$ cat config.mk
export PLATFORM = sky130hd
export DESIGN_NAME = desx_round
export DESIGN_NICKNAME = d
export VERILOG_FILES = /design/src/desx_pkg.sv /design/src/desx_round.sv
export SDC_FILE = /design/constraint.sdc
export NUM_CORES = 1
export LEC_CHECK = 0
export ABC_CLOCK_PERIOD_IN_PS = 6800
export BUFFER_PORTS_ARGS = -buffer_cell sky130_fd_sc_hd__buf_2
export CAP_MARGIN = 20
export CORE_ASPECT_RATIO = 1.2
export CORE_MARGIN = 5
export CORE_UTILIZATION = 55
export CTS_CLUSTER_DIAMETER = 200
export DETAILED_ROUTE_END_ITERATION = 12
export PLACE_DENSITY = 0.88
export SLEW_MARGIN = 15
export SYNTH_ARGS = -nofsm -noshare
export SYNTH_HDL_FRONTEND = slang
export SYNTH_SLANG_ARGS = --single-unit
$ cat constraint.sdc
create_clock -name i_clk -period 6.8 [get_ports i_clk]
set_input_delay 1.02 -clock i_clk [delete_from_list [all_inputs] [get_ports i_clk]]
set_output_delay 1.02 -clock i_clk [all_outputs]
set_load 0.01 [all_outputs]
$ cat src/desx_pkg.sv
// Package for the DESX cipher: permutation tables, S-boxes and round helpers.
`timescale 1ns / 1ps

package desx_pkg;

    localparam int NUM_ROUNDS = 16;

    // Configuration register indexes
    localparam logic [1:0] CFG_PRE_KEY  = 2'd0;
    localparam logic [1:0] CFG_DES_KEY  = 2'd1;
    localparam logic [1:0] CFG_POST_KEY = 2'd2;
    localparam logic [1:0] CFG_MODE     = 2'd3;

    localparam logic [6:0] PC1_TAB [0:55] = '{
        7'd57, 7'd49, 7'd41, 7'd33, 7'd25, 7'd17, 7'd9,  7'd1,  7'd58, 7'd50, 7'd42, 7'd34,
        7'd26, 7'd18, 7'd10, 7'd2,  7'd59, 7'd51, 7'd43, 7'd35, 7'd27, 7'd19, 7'd11, 7'd3,
        7'd60, 7'd52, 7'd44, 7'd36, 7'd63, 7'd55, 7'd47, 7'd39, 7'd31, 7'd23, 7'd15, 7'd7,
        7'd62, 7'd54, 7'd46, 7'd38, 7'd30, 7'd22, 7'd14, 7'd6,  7'd61, 7'd53, 7'd45, 7'd37,
        7'd29, 7'd21, 7'd13, 7'd5,  7'd28, 7'd20, 7'd12, 7'd4
    };

    localparam logic [6:0] PC2_TAB [0:47] = '{
        7'd14, 7'd17, 7'd11, 7'd24, 7'd1,  7'd5,  7'd3,  7'd28, 7'd15, 7'd6,  7'd21, 7'd10,
        7'd23, 7'd19, 7'd12, 7'd4,  7'd26, 7'd8,  7'd16, 7'd7,  7'd27, 7'd20, 7'd13, 7'd2,
        7'd41, 7'd52, 7'd31, 7'd37, 7'd47, 7'd55, 7'd30, 7'd40, 7'd51, 7'd45, 7'd33, 7'd48,
        7'd44, 7'd49, 7'd39, 7'd56, 7'd34, 7'd53, 7'd46, 7'd42, 7'd50, 7'd36, 7'd29, 7'd32
    };

    localparam logic [6:0] IP_TAB [0:63] = '{
        7'd58, 7'd50, 7'd42, 7'd34, 7'd26, 7'd18, 7'd10, 7'd2,
        7'd60, 7'd52, 7'd44, 7'd36, 7'd28, 7'd20, 7'd12, 7'd4,
        7'd62, 7'd54, 7'd46, 7'd38, 7'd30, 7'd22, 7'd14, 7'd6,
        7'd64, 7'd56, 7'd48, 7'd40, 7'd32, 7'd24, 7'd16, 7'd8,
        7'd57, 7'd49, 7'd41, 7'd33, 7'd25, 7'd17, 7'd9,  7'd1,
        7'd59, 7'd51, 7'd43, 7'd35, 7'd27, 7'd19, 7'd11, 7'd3,
        7'd61, 7'd53, 7'd45, 7'd37, 7'd29, 7'd21, 7'd13, 7'd5,
        7'd63, 7'd55, 7'd47, 7'd39, 7'd31, 7'd23, 7'd15, 7'd7
    };

    localparam logic [6:0] FP_TAB [0:63] = '{
        7'd40, 7'd8, 7'd48, 7'd16, 7'd56, 7'd24, 7'd64, 7'd32,
        7'd39, 7'd7, 7'd47, 7'd15, 7'd55, 7'd23, 7'd63, 7'd31,
        7'd38, 7'd6, 7'd46, 7'd14, 7'd54, 7'd22, 7'd62, 7'd30,
        7'd37, 7'd5, 7'd45, 7'd13, 7'd53, 7'd21, 7'd61, 7'd29,
        7'd36, 7'd4, 7'd44, 7'd12, 7'd52, 7'd20, 7'd60, 7'd28,
        7'd35, 7'd3, 7'd43, 7'd11, 7'd51, 7'd19, 7'd59, 7'd27,
        7'd34, 7'd2, 7'd42, 7'd10, 7'd50, 7'd18, 7'd58, 7'd26,
        7'd33, 7'd1, 7'd41, 7'd9,  7'd49, 7'd17, 7'd57, 7'd25
    };

    localparam logic [5:0] EXP_TAB [0:47] = '{
        6'd32, 6'd1,  6'd2,  6'd3,  6'd4,  6'd5,  6'd4,  6'd5,
        6'd6,  6'd7,  6'd8,  6'd9,  6'd8,  6'd9,  6'd10, 6'd11,
        6'd12, 6'd13, 6'd12, 6'd13, 6'd14, 6'd15, 6'd16, 6'd17,
        6'd16, 6'd17, 6'd18, 6'd19, 6'd20, 6'd21, 6'd20, 6'd21,
        6'd22, 6'd23, 6'd24, 6'd25, 6'd24, 6'd25, 6'd26, 6'd27,
        6'd28, 6'd29, 6'd28, 6'd29, 6'd30, 6'd31, 6'd32, 6'd1
    };

    localparam logic [5:0] P_TAB [0:31] = '{
        6'd16, 6'd7,  6'd20, 6'd21, 6'd29, 6'd12, 6'd28, 6'd17,
        6'd1,  6'd15, 6'd23, 6'd26, 6'd5,  6'd18, 6'd31, 6'd10,
        6'd2,  6'd8,  6'd24, 6'd14, 6'd32, 6'd27, 6'd3,  6'd9,
        6'd19, 6'd13, 6'd30, 6'd6,  6'd22, 6'd11, 6'd4,  6'd25
    };

    // Total left rotation of C and D after each round
    localparam logic [4:0] ROT_SUM_TAB [0:15] = '{
        5'd1,  5'd2,  5'd4,  5'd6,  5'd8,  5'd10, 5'd12, 5'd14,
        5'd15, 5'd17, 5'd19, 5'd21, 5'd23, 5'd25, 5'd27, 5'd28
    };

    localparam logic [3:0] SBOX_TAB [0:7][0:63] = '{
        '{4'd14,4'd4,4'd13,4'd1,4'd2,4'd15,4'd11,4'd8,4'd3,4'd10,4'd6,4'd12,4'd5,4'd9,4'd0,4'd7,
          4'd0,4'd15,4'd7,4'd4,4'd14,4'd2,4'd13,4'd1,4'd10,4'd6,4'd12,4'd11,4'd9,4'd5,4'd3,4'd8,
          4'd4,4'd1,4'd14,4'd8,4'd13,4'd6,4'd2,4'd11,4'd15,4'd12,4'd9,4'd7,4'd3,4'd10,4'd5,4'd0,
          4'd15,4'd12,4'd8,4'd2,4'd4,4'd9,4'd1,4'd7,4'd5,4'd11,4'd3,4'd14,4'd10,4'd0,4'd6,4'd13},
        '{4'd15,4'd1,4'd8,4'd14,4'd6,4'd11,4'd3,4'd4,4'd9,4'd7,4'd2,4'd13,4'd12,4'd0,4'd5,4'd10,
          4'd3,4'd13,4'd4,4'd7,4'd15,4'd2,4'd8,4'd14,4'd12,4'd0,4'd1,4'd10,4'd6,4'd9,4'd11,4'd5,
          4'd0,4'd14,4'd7,4'd11,4'd10,4'd4,4'd13,4'd1,4'd5,4'd8,4'd12,4'd6,4'd9,4'd3,4'd2,4'd15,
          4'd13,4'd8,4'd10,4'd1,4'd3,4'd15,4'd4,4'd2,4'd11,4'd6,4'd7,4'd12,4'd0,4'd5,4'd14,4'd9},
        '{4'd10,4'd0,4'd9,4'd14,4'd6,4'd3,4'd15,4'd5,4'd1,4'd13,4'd12,4'd7,4'd11,4'd4,4'd2,4'd8,
          4'd13,4'd7,4'd0,4'd9,4'd3,4'd4,4'd6,4'd10,4'd2,4'd8,4'd5,4'd14,4'd12,4'd11,4'd15,4'd1,
          4'd13,4'd6,4'd4,4'd9,4'd8,4'd15,4'd3,4'd0,4'd11,4'd1,4'd2,4'd12,4'd5,4'd10,4'd14,4'd7,
          4'd1,4'd10,4'd13,4'd0,4'd6,4'd9,4'd8,4'd7,4'd4,4'd15,4'd14,4'd3,4'd11,4'd5,4'd2,4'd12},
        '{4'd7,4'd13,4'd14,4'd3,4'd0,4'd6,4'd9,4'd10,4'd1,4'd2,4'd8,4'd5,4'd11,4'd12,4'd4,4'd15,
          4'd13,4'd8,4'd11,4'd5,4'd6,4'd15,4'd0,4'd3,4'd4,4'd7,4'd2,4'd12,4'd1,4'd10,4'd14,4'd9,
          4'd10,4'd6,4'd9,4'd0,4'd12,4'd11,4'd7,4'd13,4'd15,4'd1,4'd3,4'd14,4'd5,4'd2,4'd8,4'd4,
          4'd3,4'd15,4'd0,4'd6,4'd10,4'd1,4'd13,4'd8,4'd9,4'd4,4'd5,4'd11,4'd12,4'd7,4'd2,4'd14},
        '{4'd2,4'd12,4'd4,4'd1,4'd7,4'd10,4'd11,4'd6,4'd8,4'd5,4'd3,4'd15,4'd13,4'd0,4'd14,4'd9,
          4'd14,4'd11,4'd2,4'd12,4'd4,4'd7,4'd13,4'd1,4'd5,4'd0,4'd15,4'd10,4'd3,4'd9,4'd8,4'd6,
          4'd4,4'd2,4'd1,4'd11,4'd10,4'd13,4'd7,4'd8,4'd15,4'd9,4'd12,4'd5,4'd6,4'd3,4'd0,4'd14,
          4'd11,4'd8,4'd12,4'd7,4'd1,4'd14,4'd2,4'd13,4'd6,4'd15,4'd0,4'd9,4'd10,4'd4,4'd5,4'd3},
        '{4'd12,4'd1,4'd10,4'd15,4'd9,4'd2,4'd6,4'd8,4'd0,4'd13,4'd3,4'd4,4'd14,4'd7,4'd5,4'd11,
          4'd10,4'd15,4'd4,4'd2,4'd7,4'd12,4'd9,4'd5,4'd6,4'd1,4'd13,4'd14,4'd0,4'd11,4'd3,4'd8,
          4'd9,4'd14,4'd15,4'd5,4'd2,4'd8,4'd12,4'd3,4'd7,4'd0,4'd4,4'd10,4'd1,4'd13,4'd11,4'd6,
          4'd4,4'd3,4'd2,4'd12,4'd9,4'd5,4'd15,4'd10,4'd11,4'd14,4'd1,4'd7,4'd6,4'd0,4'd8,4'd13},
        '{4'd4,4'd11,4'd2,4'd14,4'd15,4'd0,4'd8,4'd13,4'd3,4'd12,4'd9,4'd7,4'd5,4'd10,4'd6,4'd1,
          4'd13,4'd0,4'd11,4'd7,4'd4,4'd9,4'd1,4'd10,4'd14,4'd3,4'd5,4'd12,4'd2,4'd15,4'd8,4'd6,
          4'd1,4'd4,4'd11,4'd13,4'd12,4'd3,4'd7,4'd14,4'd10,4'd15,4'd6,4'd8,4'd0,4'd5,4'd9,4'd2,
          4'd6,4'd11,4'd13,4'd8,4'd1,4'd4,4'd10,4'd7,4'd9,4'd5,4'd0,4'd15,4'd14,4'd2,4'd3,4'd12},
        '{4'd13,4'd2,4'd8,4'd4,4'd6,4'd15,4'd11,4'd1,4'd10,4'd9,4'd3,4'd14,4'd5,4'd0,4'd12,4'd7,
          4'd1,4'd15,4'd13,4'd8,4'd10,4'd3,4'd7,4'd4,4'd12,4'd5,4'd6,4'd11,4'd0,4'd14,4'd9,4'd2,
          4'd7,4'd11,4'd4,4'd1,4'd9,4'd12,4'd14,4'd2,4'd0,4'd6,4'd10,4'd13,4'd15,4'd3,4'd5,4'd8,
          4'd2,4'd1,4'd14,4'd7,4'd4,4'd10,4'd8,4'd13,4'd15,4'd12,4'd9,4'd0,4'd3,4'd5,4'd6,4'd11}
    };

    // Table position 1 is the top bit of the source word
    function automatic logic [63:0] ip_perm(input logic [63:0] x);
        logic [63:0] r;
        for (int i = 0; i < 64; i++) begin
            r[63 - i] = x[64 - int'(IP_TAB[i])];
        end
        return r;
    endfunction

    function automatic logic [63:0] fp_perm(input logic [63:0] x);
        logic [63:0] r;
        for (int i = 0; i < 64; i++) begin
            r[63 - i] = x[64 - int'(FP_TAB[i])];
        end
        return r;
    endfunction

    function automatic logic [55:0] pc1_perm(input logic [63:0] x);
        logic [55:0] r;
        for (int i = 0; i < 56; i++) begin
            r[55 - i] = x[64 - int'(PC1_TAB[i])];
        end
        return r;
    endfunction

    function automatic logic [47:0] pc2_perm(input logic [55:0] x);
        logic [47:0] r;
        for (int i = 0; i < 48; i++) begin
            r[47 - i] = x[56 - int'(PC2_TAB[i])];
        end
        return r;
    endfunction

    function automatic logic [47:0] expand(input logic [31:0] x);
        logic [47:0] r;
        for (int i = 0; i < 48; i++) begin
            r[47 - i] = x[32 - int'(EXP_TAB[i])];
        end
        return r;
    endfunction

    function automatic logic [31:0] p_perm(input logic [31:0] x);
        logic [31:0] r;
        for (int i = 0; i < 32; i++) begin
            r[31 - i] = x[32 - int'(P_TAB[i])];
        end
        return r;
    endfunction

    function automatic logic [27:0] rotl28(input logic [27:0] v, input logic [4:0] s);
        logic [55:0] w;
        w = {v, v} << s;
        return w[55:28];
    endfunction

    // Round key for one round: pure wiring of the DES key
    function automatic logic [47:0] sched_subkey(input logic [63:0] key, input logic [3:0] rnd);
        logic [55:0] cd;
        logic [27:0] c;
        logic [27:0] d;
        cd = pc1_perm(key);
        c  = rotl28(cd[55:28], ROT_SUM_TAB[rnd]);
        d  = rotl28(cd[27:0], ROT_SUM_TAB[rnd]);
        return pc2_perm({c, d});
    endfunction

    function automatic logic [31:0] feistel(input logic [31:0] rh, input logic [47:0] k);
        logic [47:0] x;
        logic [5:0]  six;
        logic [31:0] s;
        x = expand(rh) ^ k;
        for (int b = 0; b < 8; b++) begin
            six = x[47 - 6 * b -: 6];
            s[31 - 4 * b -: 4] = SBOX_TAB[b][{six[5], six[0], six[4:1]}];
        end
        return p_perm(s);
    endfunction

endpackage

$ cat src/desx_round.sv
// One registered DES round stage: Feistel function, swap and valid bit.
`timescale 1ns / 1ps

module desx_round
    import desx_pkg::*;
(
    input  logic        i_clk,
    input  logic        i_rst_n,
    input  logic        i_adv,
    input  logic        i_valid,
    input  logic [31:0] i_l,
    input  logic [31:0] i_r,
    input  logic [47:0] i_subkey,
    output logic        o_valid,
    output logic [31:0] o_l,
    output logic [31:0] o_r
);

    logic        r_valid;
    logic [31:0] r_l;
    logic [31:0] r_r;
    logic [31:0] n_r;

    assign n_r = i_l ^ feistel(i_r, i_subkey);

    always_ff @(posedge i_clk) begin
        if (!i_rst_n) begin
            r_valid <= 1'b0;
        end else if (i_adv) begin
            r_valid <= i_valid;
        end
    end

    always_ff @(posedge i_clk) begin
        if (i_adv) begin
            r_l <= i_r;
            r_r <= n_r;
        end
    end

    assign o_valid = r_valid;
    assign o_l     = r_l;
    assign o_r     = r_r;

endmodule

### After elaboration in Yosys (flattened, before gate mapping)

Memory sizes are Yosys's and may differ from the RTL's.
Cells that the tools add are included.

* bitwise logic cells: 10
* $lt $le $gt $ge: 8
* muxes and demuxes: 16

Operator list (count)
* 4-bit 2-to-1 mux: 16
* 7-bit greater-or-equal comparator (second input constant): 8
* 6-bit NOT with 7-bit output: 8
* 48-bit XOR: 1
* 32-bit XOR: 1

* memories: 8
* bits in read-only memories: 2048
* output and inout port bits: 65
* register bits: 65
* logic and storage cells: 45

Memories
* (name not given): depth 64, width 4, read ports 1, clocked after memory_dff 0, wr ports 0, RTL line desx_pkg.sv:181 `s[31 - 4 * b -: 4] = SBOX_TAB[b][{six[5], six[0], six[4:1]}];`
* (name not given): depth 64, width 4, read ports 1, clocked after memory_dff 0, wr ports 0, RTL line desx_pkg.sv:181
* (name not given): depth 64, width 4, read ports 1, clocked after memory_dff 0, wr ports 0, RTL line desx_pkg.sv:181
* (name not given): depth 64, width 4, read ports 1, clocked after memory_dff 0, wr ports 0, RTL line desx_pkg.sv:181
* (name not given): depth 64, width 4, read ports 1, clocked after memory_dff 0, wr ports 0, RTL line desx_pkg.sv:181
* (name not given): depth 64, width 4, read ports 1, clocked after memory_dff 0, wr ports 0, RTL line desx_pkg.sv:181
* +2 memories

### Logic depth before layout (Yosys ltp)

Gate-level depths: netlist of run 1.

* word-level depth: 6
* mapped depth: 10
* mapped depth without buffers: 9

### Worst setup path before layout of run 1

No wires, ideal clock.

* path kind: input -> register
* from: in i_subkey[14]
* to: reg r_r[3], in the netlist o_r[3] (data pin)
* arrival time: 3172 ps
* path buffers: 1
* library setup time: 258 ps
* stages: 6
* data required time: 6542 ps
* slack: 3370 ps
* cell sequence: xor2_1 -> ha_1 -> clkdlybuf4s25_2 -> mux4_2 -> mux4_2 -> xnor2_1

* word-level cells in the longest chain between the ends: 6

RTL lines
* start: declaration: RTL line desx_round.sv:13 `input logic [47:0] i_subkey,`
* 48-bit XOR: RTL line desx_pkg.sv:178 `x = expand(rh) ^ k;`
* 6-bit NOT with 7-bit output (not written as such): RTL line desx_pkg.sv:181
* memory 64 x 4 bit
* 4-bit 2-to-1 mux (not written as such) (2 in series): RTL line desx_pkg.sv:181
* 32-bit XOR: RTL line desx_round.sv:24 `assign n_r = i_l ^ feistel(i_r, i_subkey);`
* named net n_r[3]: RTL line desx_round.sv:22 `logic [31:0] n_r;`
* end signal: assignment: RTL line desx_round.sv:37 `r_r <= n_r;`
* end: declaration: RTL line desx_round.sv:21 `logic [31:0] r_r;`

The timed path passes the listed nets, and every way through them passes these cells. The select of a mux whose other input is x is not followed.
A chain may end at the register's enable or synchronous reset.

### Final worst setup path of run 1

* from: in i_r[4]
* to: reg r_r[25], in the netlist o_r[25] (data pin)

* word-level cells in the longest chain between the ends: 6

RTL lines
* start: declaration: RTL line desx_round.sv:12 `input logic [31:0] i_r,`
* 48-bit XOR: RTL line desx_pkg.sv:178
* 6-bit NOT with 7-bit output (not written as such): RTL line desx_pkg.sv:181
* memory 64 x 4 bit
* 4-bit 2-to-1 mux (not written as such) (2 in series): RTL line desx_pkg.sv:181
* 32-bit XOR: RTL line desx_round.sv:24
* named net n_r[25]: RTL line desx_round.sv:22

The timed path passes the listed nets, and every way through them passes these cells. The select of a mux whose other input is x is not followed.

==> results of run 1 <==
## power by group
part	internal, uW	switching (uW)	leakage, uW
Clock	280	169	0.000136
Sequential	520	13.9	0.000635
Combinational	374	497	0.00285
Total	1170	680	0.00362
## final timing paths
path	cells after the start	startpoint	endpoint	slack, ns
hold / removal	2	o_valid$_SDFFE_PN0P_	o_valid$_SDFFE_PN0P_	0.57
hold reg to reg	2	o_valid$_SDFFE_PN0P_	o_valid$_SDFFE_PN0P_	0.57
setup reg to reg	2	o_valid$_SDFFE_PN0P_	o_valid$_SDFFE_PN0P_	6.16
setup / recovery	9	i_r[4]	o_r[25]$_DFFE_PP_	3.43
## critical path, cell delays in order
cell	delay, ns
buf_2	0.13
xor2_1	0.50
clkinv_1	0.47
ha_1	0.35
mux2i_1	0.19
a211oi_1	0.11
a2111oi_0	0.45
a41oi_1	0.10
xnor2_1	0.14
## metal layers
layer | vias up | GRT usage | part of all wire
met5 | - | 0 | 0
met4 | 0 | 0.0709 | 0.018
met3 | 33 | 0.0385 | 0.082
met2 | 329 | 0.397 | 0.51
met1 | 3164 | 0.293 | 0.39
li1 | 3278 | - | -
## logic make-up after synthesis
family,after synthesis
buffers and inverters,74
XOR/XNOR,124
AND/OR/NAND/NOR,187
adder cells (fa/ha/maj),62
flip-flops,65
AO/OA/AOI/OAI,205
multiplexers,60
## final cells by class
class | instances | area (um2)
tap | 168 | 210
timing repair buffer | 195 | 1010
clock buffer | 11 | 233
antenna | 1 | 2.50
fill | 1047 | 4470
clock inverter | 5 | 46.3
sequential | 65 | 1940
multi-input combinational | 638 | 5170
inverter | 38 | 145
## through the flow
stage	setup slack, ns	std cells	area (um2)	hold slack, ns
6_report	3.43	1121	8770	0.568
2_1_floorplan	3.37	777	7410	0.538
4_1_cts	3.48	1119	8750	0.575
3_3_place_gp	3.20	1103	8470	0.497
3_5_place_dp	3.13	1103	8470	0.562
5_1_grt	3.26	1121	8770	0.612
## sequential cells by signal, indices dropped and copies added, names as in the netlist
signal   flops
o_r         32
o_valid      1
o_l         32
## cell usage in the layout, fill, tap and decap left out, types with 3 or more instances in the layout
cell,n
xor2_2,3
nand3_1,30
a311oi_1,7
o221ai_1,5
clkbuf_16,9
and2_1,4
ha_1,62
o31ai_1,7
inv_1,33
nor4_1,4
o21ai_0,34
o2111ai_1,10
clkinv_1,5
edfxtp_1,64
nor2_1,58
mux4_2,27
xnor2_2,5
buf_2,180
or3_1,3
a31oi_1,12
a21o_1,3
a211oi_1,17
buf_4,15
nand2_1,55
xor2_1,53
nor3_1,28
a2111oi_0,4
o22ai_1,7
a21oi_1,35
xnor2_1,60
a211o_1,4
o311ai_0,8
o211ai_1,31
mux2i_1,30
a221oi_1,7
==> flow_summary.toml, run 1 <==
[synthesis]
yosys_warnings = 0
netlist_top_cells_area = "edfxtp_1 (26%), ha_1 (10%), mux4_2 (8.2%)"
synth_xor_area_frac = 0.161
synth_top_family_by_area = "compound AO/OA/AOI/OAI gates"
yosysMostFrequentCell = "edfxtp_1"
yosys.area_share.simple = 0.110
ys_seq_area_frac = 0.262
syn_nets = 955
synth.area.mux_share = 0.129
syn-cell-area_mm2 = 0.00741
postSynthAreaPerCell_um2 = 9.54
synth_common_cells = "edfxtp_1 (64), ha_1 (62), xnor2_1 (61)"
ys_async_sr_fraction = 0
synth_edf_count = 64
synthCells = 777
yosysUniqueCellTypes = 61
synth_compound_area_frac = 0.192
synth-seq-cells = 65
synth_top_cell_by_area = "edfxtp_1"
synth_fa_ha_area_frac = 0.105
ys.flop_type = "edfxtp_1"
yosysTopAreaCellShare = 0.259

[cts]
cts_inserted_buffers = 9
ctsHoldBuffers = 0
clk_latency_ns = 0.32
cts_buffer_depth = 2
cts_resized = 0
cts_tree = "yes"
clk_pin_slew_ns = 0.06
cts_root_buffer = "clkbuf_16"
cts_setup_buffers = 0
clock-sinks = 65
cts.htree.levels = 3

[die]
coreArea_mm2 = 0.0132
rows = 46
dieArea_mm2 = 0.0159
initial_core_util = 0.560
num_io_pins = 181
die_w_um = 116
die_y_um = 137

[timing]
rsz0062_at_grt = "false"
hold_viol_final = 0
tns_ns = 0
relSlewSlack = 0.282
worstMarginPinSlew_ns = 1.07
setup_viol = 0
finalClockSkew_ns = 0
fin_crit_ns = 3.37
drv_slew = 0
fmax_ghz = 0.297
finalCritPeriodShare = 0.496

[worst_hold_path]
hold_path_class = "flop to flop"

[final_layout]
drive_above_1_share = 0.264
final_core_util = 0.662
syn_to_final_growth_pct = 18.3
final_nets = 1125

[pwr]
powerDensity_mw_per_mm2 = 211
total_power_uw = 1850
p_leak_uw = 0.00362
max-vdd-ir-drop_uv = 112

[route]
drc = 0
totalWireLength_mm = 18.9
vias = 6804
drtIter0Drc = 544
wire_per_inst_um = 16.8
firstDrtPassIters = 5
ant_nets = 0
viasPerCell = 6.07

[critical_path]
critPathArrivalTime_ns = 3.45
path_class = "input pin to flop"
worstSetupStartpointType = "input pin"
cp_max_fo = 12
end_kind = "flop"
cp_data_required_time_ns = 6.88

[run_status]
status = "completed"

[global_routing]
grt_pass1_wl_mm = 29.9
grt_overflow = 0
first_global_vias = 6301
grt_max_degree = 66
track_usage = 0.230
antenna_found_initial = 1

[place]
numPortBuffers = 180
gp_congestion = 0.900
dp_hpwl_mm = 13.9

[job]
maxCapViolations = 0
Power figures use the tool's default switching activity.
==> run 2, diff against run 1 <==
ABC_CLOCK_PERIOD_IN_PS = 3300   (was 6800)
clock period = 3.3 ns   (was 6.8 ns; I/O delays follow)
==> run 2 against run 1 <==
Clock-buffer cell count is the same. Largest cell class unchanged. Critical path depth rose by 1. Wire length increased by 6.6%. Critical endpoint is now o_r[2]$_DFFE_PP_. First-iteration DRC count grew 20%. Combinational power rose by 120%. Flip-flop and latch count unchanged.
==> flow_summary.toml, run 2 (synthesis gave the netlist of run 1 again) <==
[place]
numPortBuffers = 180
dp_hpwl_mm = 15.1
gp_congestion = 0.910

[cts]
cts_buffer_depth = 2
clk_pin_slew_ns = 0.06
cts_resized = 0
cts_root_buffer = "clkbuf_16"
cts_inserted_buffers = 9
cts_tree = "yes"
clk_latency_ns = 0.32
ctsHoldBuffers = 0
clock-sinks = 65
cts.htree.levels = 3
cts_setup_buffers = 0

[timing]
setup_viol = 0
drv_slew = 0
rsz0062_at_grt = "false"
tns_ns = 0
finalClockSkew_ns = 0
worstMarginPinSlew_ns = 0.893
finalCritPeriodShare = 0.769
fin_crit_ns = 2.54
fmax_ghz = 0.394
worst_hold_slack_ns = 0.366
hold_viol_final = 0
relSlewSlack = 0.402

[worst_hold_path]
whs_path_depth = 1
min_from = "i_r[21]"
hold_path_end = "o_l[21]$_DFFE_PP_"
hold_path_class = "input pin to flop"

[final_layout]
final_cell_mix = "buf_2 (180), edfxtp_1 (64), ha_1 (62)"
fillers = 1036
multiInputGateArea_mm2 = 0.00517
syn_to_final_growth_pct = 22.2
final_core_util = 0.684
drive_above_1_share = 0.291
layout_commonest_cell = "buf_2"
final_nets = 1162
seqCellArea_mm2 = 0.00194

[critical_path]
crit_slowest_cell = "ha_1"
r2r_end = "o_valid$_SDFFE_PN0P_"
r2r-start = "o_valid$_SDFFE_PN0P_"
end_kind = "flop"
cp_data_required_time_ns = 3.38
worstSetupStartpointType = "input pin"
cp_max_fo = 10
crit_top_cell = "xor2_1"
path_cells = "buf_2 -> xor2_1 -> buf_4 -> ha_1 -> inv_1 -> xnor2_1 -> or2_2 -> a311oi_1 -> a21oi_1 -> xor2_1"
path_class = "input pin to flop"
r2r_cells = 2
rrSetupSlack_ns = 2.71
critPathArrivalTime_ns = 2.61
cp_slowest_stage_delay_ns = 0.41

[global_routing]
grt_max_degree = 36
track_usage = 0.249
grt_overflow = 0
first_global_vias = 6803
grt_pass1_wl_mm = 32.3
antenna_found_initial = 2

[route]
ant_nets = 0
viasPerCell = 6.11
vias = 7071
totalWireLength_mm = 20.1
wire_per_inst_um = 17.4
firstDrtPassIters = 7
drtIter0Drc = 654
drc = 0

[die]
coreArea_mm2 = 0.0132
dieArea_mm2 = 0.0159
die_w_um = 116
num_io_pins = 181
initial_core_util = 0.560
die_y_um = 137
rows = 46

[pwr]
powerDensity_mw_per_mm2 = 433
total_power_uw = 3920
max-vdd-ir-drop_uv = 234
p_leak_uw = 0.00380

[job]
maxCapViolations = 0

[run_status]
status = "completed"
## run 2: power breakdown
part | internal, uW | switching (uW) | total (uW)
registers | 1070 | 29.0 | 1100
clock network | 576 | 353 | 929
logic | 830 | 1060 | 1890
total | 2480 | 1440 | 3920
## run 2: per-layer routing
layer	vias up	routed length, um	GRT usage	part of all wire
met5	-	13	0	0.00065
met4	2	502	0.0890	0.025
met3	43	1540	0.0394	0.077
met2	372	10500	0.456	0.52
met1	3308	7600	0.293	0.38
li1	3346	-	-	-
## run 2: how the worst max path moves through the flow
stage,startpoint,endpoint,slack (ns),cells past startpoint
CTS,i_r[23],o_r[26]$_DFFE_PP_,0.67,7
global placement,i_r[23],o_r[26]$_DFFE_PP_,0.51,7
global route,i_r[4],o_r[25]$_DFFE_PP_,0.59,9
detailed placement,i_r[23],o_r[26]$_DFFE_PP_,0.36,7
finish,i_subkey[32],o_r[2]$_DFFE_PP_,0.76,10
floorplan,i_subkey[14],o_r[3]$_DFFE_PP_,0.40,6
## run 2: layout make-up
cell class	count	area share
antenna	1	0.000276
clock buffer	11	0.0257
clock inverter	5	0.00511
inverter	38	0.0160
multi-input combinational	638	0.571
sequential	65	0.214
tap	168	0.0232
timing repair buffer	232	0.144
## run 2: metrics by stage
stage | worst slack [ns] | area, um2 | instances
after floorplan | 0.395 | 7410 | 777
after global placement | 0.509 | 8770 | 1141
after detailed placement | 0.362 | 8770 | 1141
after CTS | 0.674 | 9050 | 1157
after global routing | 0.594 | 9060 | 1158
final | 0.764 | 9060 | 1158
## run 2: critical path: cells and delay by family
kind / cells / cell delay, ns
adders and majority gates: 1 / 0.41
and+or+nand+nor: 1 / 0.33
xor gates and xnor gates: 3 / 0.52
buffers and inverters: 3 / 0.42
AOI/OAI and AO/OA: 2 / 0.44
==> run 3, diff against run 2 <==
ABC_AREA = 1   (was not set)
ABC_CLOCK_PERIOD_IN_PS = 2400   (was 3300)
PLACE_DENSITY = 0.87   (was 0.88)
clock period = 2.4 ns   (was 3.3 ns; I/O delays follow)
==> run 3 against run 2 <==
Register-to-register slack worse by 0.95 ns. Clock-buffer cell count is 1 higher. Cell count increased by 43%. Critical path type unchanged. Clock skew stayed put. Synthesized area is 6.1% higher. Critical endpoint is now o_r[18]$_DFFE_PP_. Hold slack worse by 0.14 ns. Largest power group unchanged. Worst setup slack worse by 0.21 ns. Global-route usage shrank 0.58 points. Sequential share of layout area down 0.63 points. Utilization is 1.5 points lower. Non-clock buffer count fell by 25.
==> flow_summary.toml, run 3 <==
[synthesis]
syn-cell-area_mm2 = 0.00786
ys_seq_area_frac = 0.247
synth_edf_count = 64
yosysUniqueCellTypes = 22
yosysTopAreaCellShare = 0.301
synth-seq-cells = 65
yosys_warnings = 0
yosysMostFrequentCell = "nand2_1"
synthCells = 1295
synth_top_cell_by_area = "nand2_1"
netlist_top_cells_area = "nand2_1 (30%), edfxtp_1 (24%), nand3_1 (18%)"
ys.flop_type = "edfxtp_1"
postSynthAreaPerCell_um2 = 6.07
ys_async_sr_fraction = 0
synth_common_cells = "nand2_1 (631), nand3_1 (280), inv_1 (126)"
syn_nets = 1473

[global_routing]
grt_overflow = 0
antenna_found_initial = 1
grt_max_degree = 41
track_usage = 0.244
grt_use_met3 = 0.0493
first_global_vias = 8037
grt_util_met2 = 0.416
grt_pass1_wl_mm = 35.1
gr-max-usage-layer = "met2"
globalRouteMet1Util = 0.305

[timing]
finalClockSkew_ns = 0
setup_viol = 0
hold_viol_final = 0
fin_crit_ns = 1.84
drv_slew = 0
finalCritPeriodShare = 0.769
tns_ns = 0
worstMarginPinSlew_ns = 0.670
fmax_ghz = 0.542
relSlewSlack = 0.551
setup_slack_ns = 0.555
rsz0062_at_grt = "false"

[cts]
cts_buffer_depth = 2
cts.htree.levels = 3
cts_setup_buffers = 0
cts_tree = "yes"
cts_root_buffer = "clkbuf_16"
cts_inserted_buffers = 9
clk_latency_ns = 0.33
clk_pin_slew_ns = 0.06
clock-sinks = 65
ctsHoldBuffers = 0
cts_resized = 0

[pwr]
p_leak_uw = 0.00533
switching_share = 0.374
clkPwrFrac = 0.283
switchingPower_uw = 1840
max-vdd-ir-drop_uv = 346
powerDensity_mw_per_mm2 = 528
pwr-share-seq = 0.295
total_power_uw = 4930
p_comb_frac = 0.422
p_int_uw = 3080

[die]
rows = 47
num_io_pins = 181
coreArea_mm2 = 0.0139
initial_core_util = 0.564
die_w_um = 119
dieArea_mm2 = 0.0168
die_y_um = 141

[critical_path]
cp_data_required_time_ns = 2.49
path_cells = "buf_2 -> inv_1 -> nand2_1 -> nand2_1 -> ha_1 -> inv_1 -> nand2_1 -> nand2_1 -> nand2_1 -> nand3_1 -> nand2_1 -> nand2_1 -> nand2_1 -> nand2_1 -> nand2_1"
r2r_cells = 2
critPathArrivalTime_ns = 1.94
r2r_end = "o_valid$_SDFFE_PN0P_"
rrSetupSlack_ns = 1.76
crit_family = "simple AND/OR/NAND/NOR gates"
cp-startpoint = "i_r[12]"
cp_slowest_stage_delay_ns = 0.39
crit_top_cell = "nand2_1"
path_buf_inv = 3
r2r-start = "o_valid$_SDFFE_PN0P_"
crit_slowest_cell = "ha_1"
cp_max_fo = 7
worstSetupStartpointType = "input pin"
path_class = "input pin to flop"
end_kind = "flop"

[final_layout]
final_cell_mix = "nand2_1 (631), nand3_1 (280), buf_2 (180)"
drive_above_1_share = 0.162
syn_to_final_growth_pct = 18.6
final_nets = 1661
layout_commonest_cell = "nand2_1"

[place]
dp_slack_ns = 0.250
numPortBuffers = 180
gp_congestion = 0.978
dp_hpwl_mm = 16.4

[worst_hold_path]
hold_path_class = "input pin to flop"
whs_path_depth = 1
hold_path_end = "o_l[9]$_DFFE_PP_"
min_from = "i_r[9]"

[route]
drtIter0Drc = 779
drc = 0
totalWireLength_mm = 20.8
vias = 8815
viasPerCell = 5.31
wire_per_inst_um = 12.5
firstDrtPassIters = 6
ant_nets = 0

[run_status]
status = "completed"

[job]
maxCapViolations = 0
-- run 3: changes by cell type after synthesis, sizes merged, moves of 21 or more --
cell    delta
nand3    +250
inv      +100
clkbuf    -26
nand2    +577
a21oi     -27
mux4      -28
mux2i     -30
o211ai    -29
xnor2     -43
nor2      -46
buf       +21
nor3      -28
xor2      -50
-- run 3: kinds of logic (layout without fill, tap and decap cells) --
group | Yosys count | count (layout) | synth area share
and+or+nand+nor | 946 | 946 | 0.507
buffers and inverters | 166 | 359 | 0.0850
DFF | 65 | 65 | 0.247
adders and majority gates | 62 | 62 | 0.0986
xor gates and xnor gates | 31 | 31 | 0.0460
AOI/OAI and AO/OA | 25 | 25 | 0.0169
other | 0 | 1 | 0
-- run 3: worst register-to-register path: stages (launching register included) --
cell     delay (ns)
dfxtp_1        0.31
o21ai_0        0.15
a21oi_1        0.06
-- run 3: stage by stage --
stage / util / hold WS, ns / instance area (um2) / cells
2_1_floorplan: - / 0.453 / 7860 / 1295
3_3_place_gp: 0.647 / 0.514 / 9020 / 1643
3_5_place_dp: 0.647 / 0.548 / 9020 / 1643
4_1_cts: 0.669 / 0.214 / 9330 / 1659
5_1_grt: 0.669 / 0.217 / 9330 / 1660
6_report: 0.669 / 0.226 / 9330 / 1660
-- run 3: per-layer routing --
metal | wire, um | vias to the layer above | share of wire
met5 | 0 | - | 0
met4 | 570 | 0 | 0.027
met3 | 1890 | 56 | 0.090
met2 | 9860 | 429 | 0.47
met1 | 8520 | 3785 | 0.41
li1 | - | 4545 | -
-- run 3: area by class of cell --
type                       instances  area (um2)
antenna                            1        2.50
clock buffer                      12         236
clock inverter                     4        67.6
fill                            1238        4610
inverter                         136         510
multi-input combinational       1064        5250
sequential                        65        1940
tap                              171         214
timing repair buffer             207        1100
-- run 3: worst max-delay path by stage --
| stage | cells past startpoint | slack [ns] | to |
|---|---|---|---|
| floorplan | 15 | 0.46 | o_r[21]$_DFFE_PP_ |
| global placement | 15 | 0.31 | o_r[18]$_DFFE_PP_ |
| detailed placement | 13 | 0.25 | o_r[8]$_DFFE_PP_ |
| CTS | 13 | 0.61 | o_r[8]$_DFFE_PP_ |
| global route | 14 | 0.37 | o_r[18]$_DFFE_PP_ |
| finish | 15 | 0.56 | o_r[18]$_DFFE_PP_ |
-- run 3: power groups by stage --
stage               Sequential [uW]  Clock, uW  Combinational [uW]
floorplan                      1550          0                1360
global placement               1470          0                2020
detailed placement             1480          0                2050
CTS                            1450       1430                2060
global route                   1460       1480                2370
finish                         1450       1390                2080
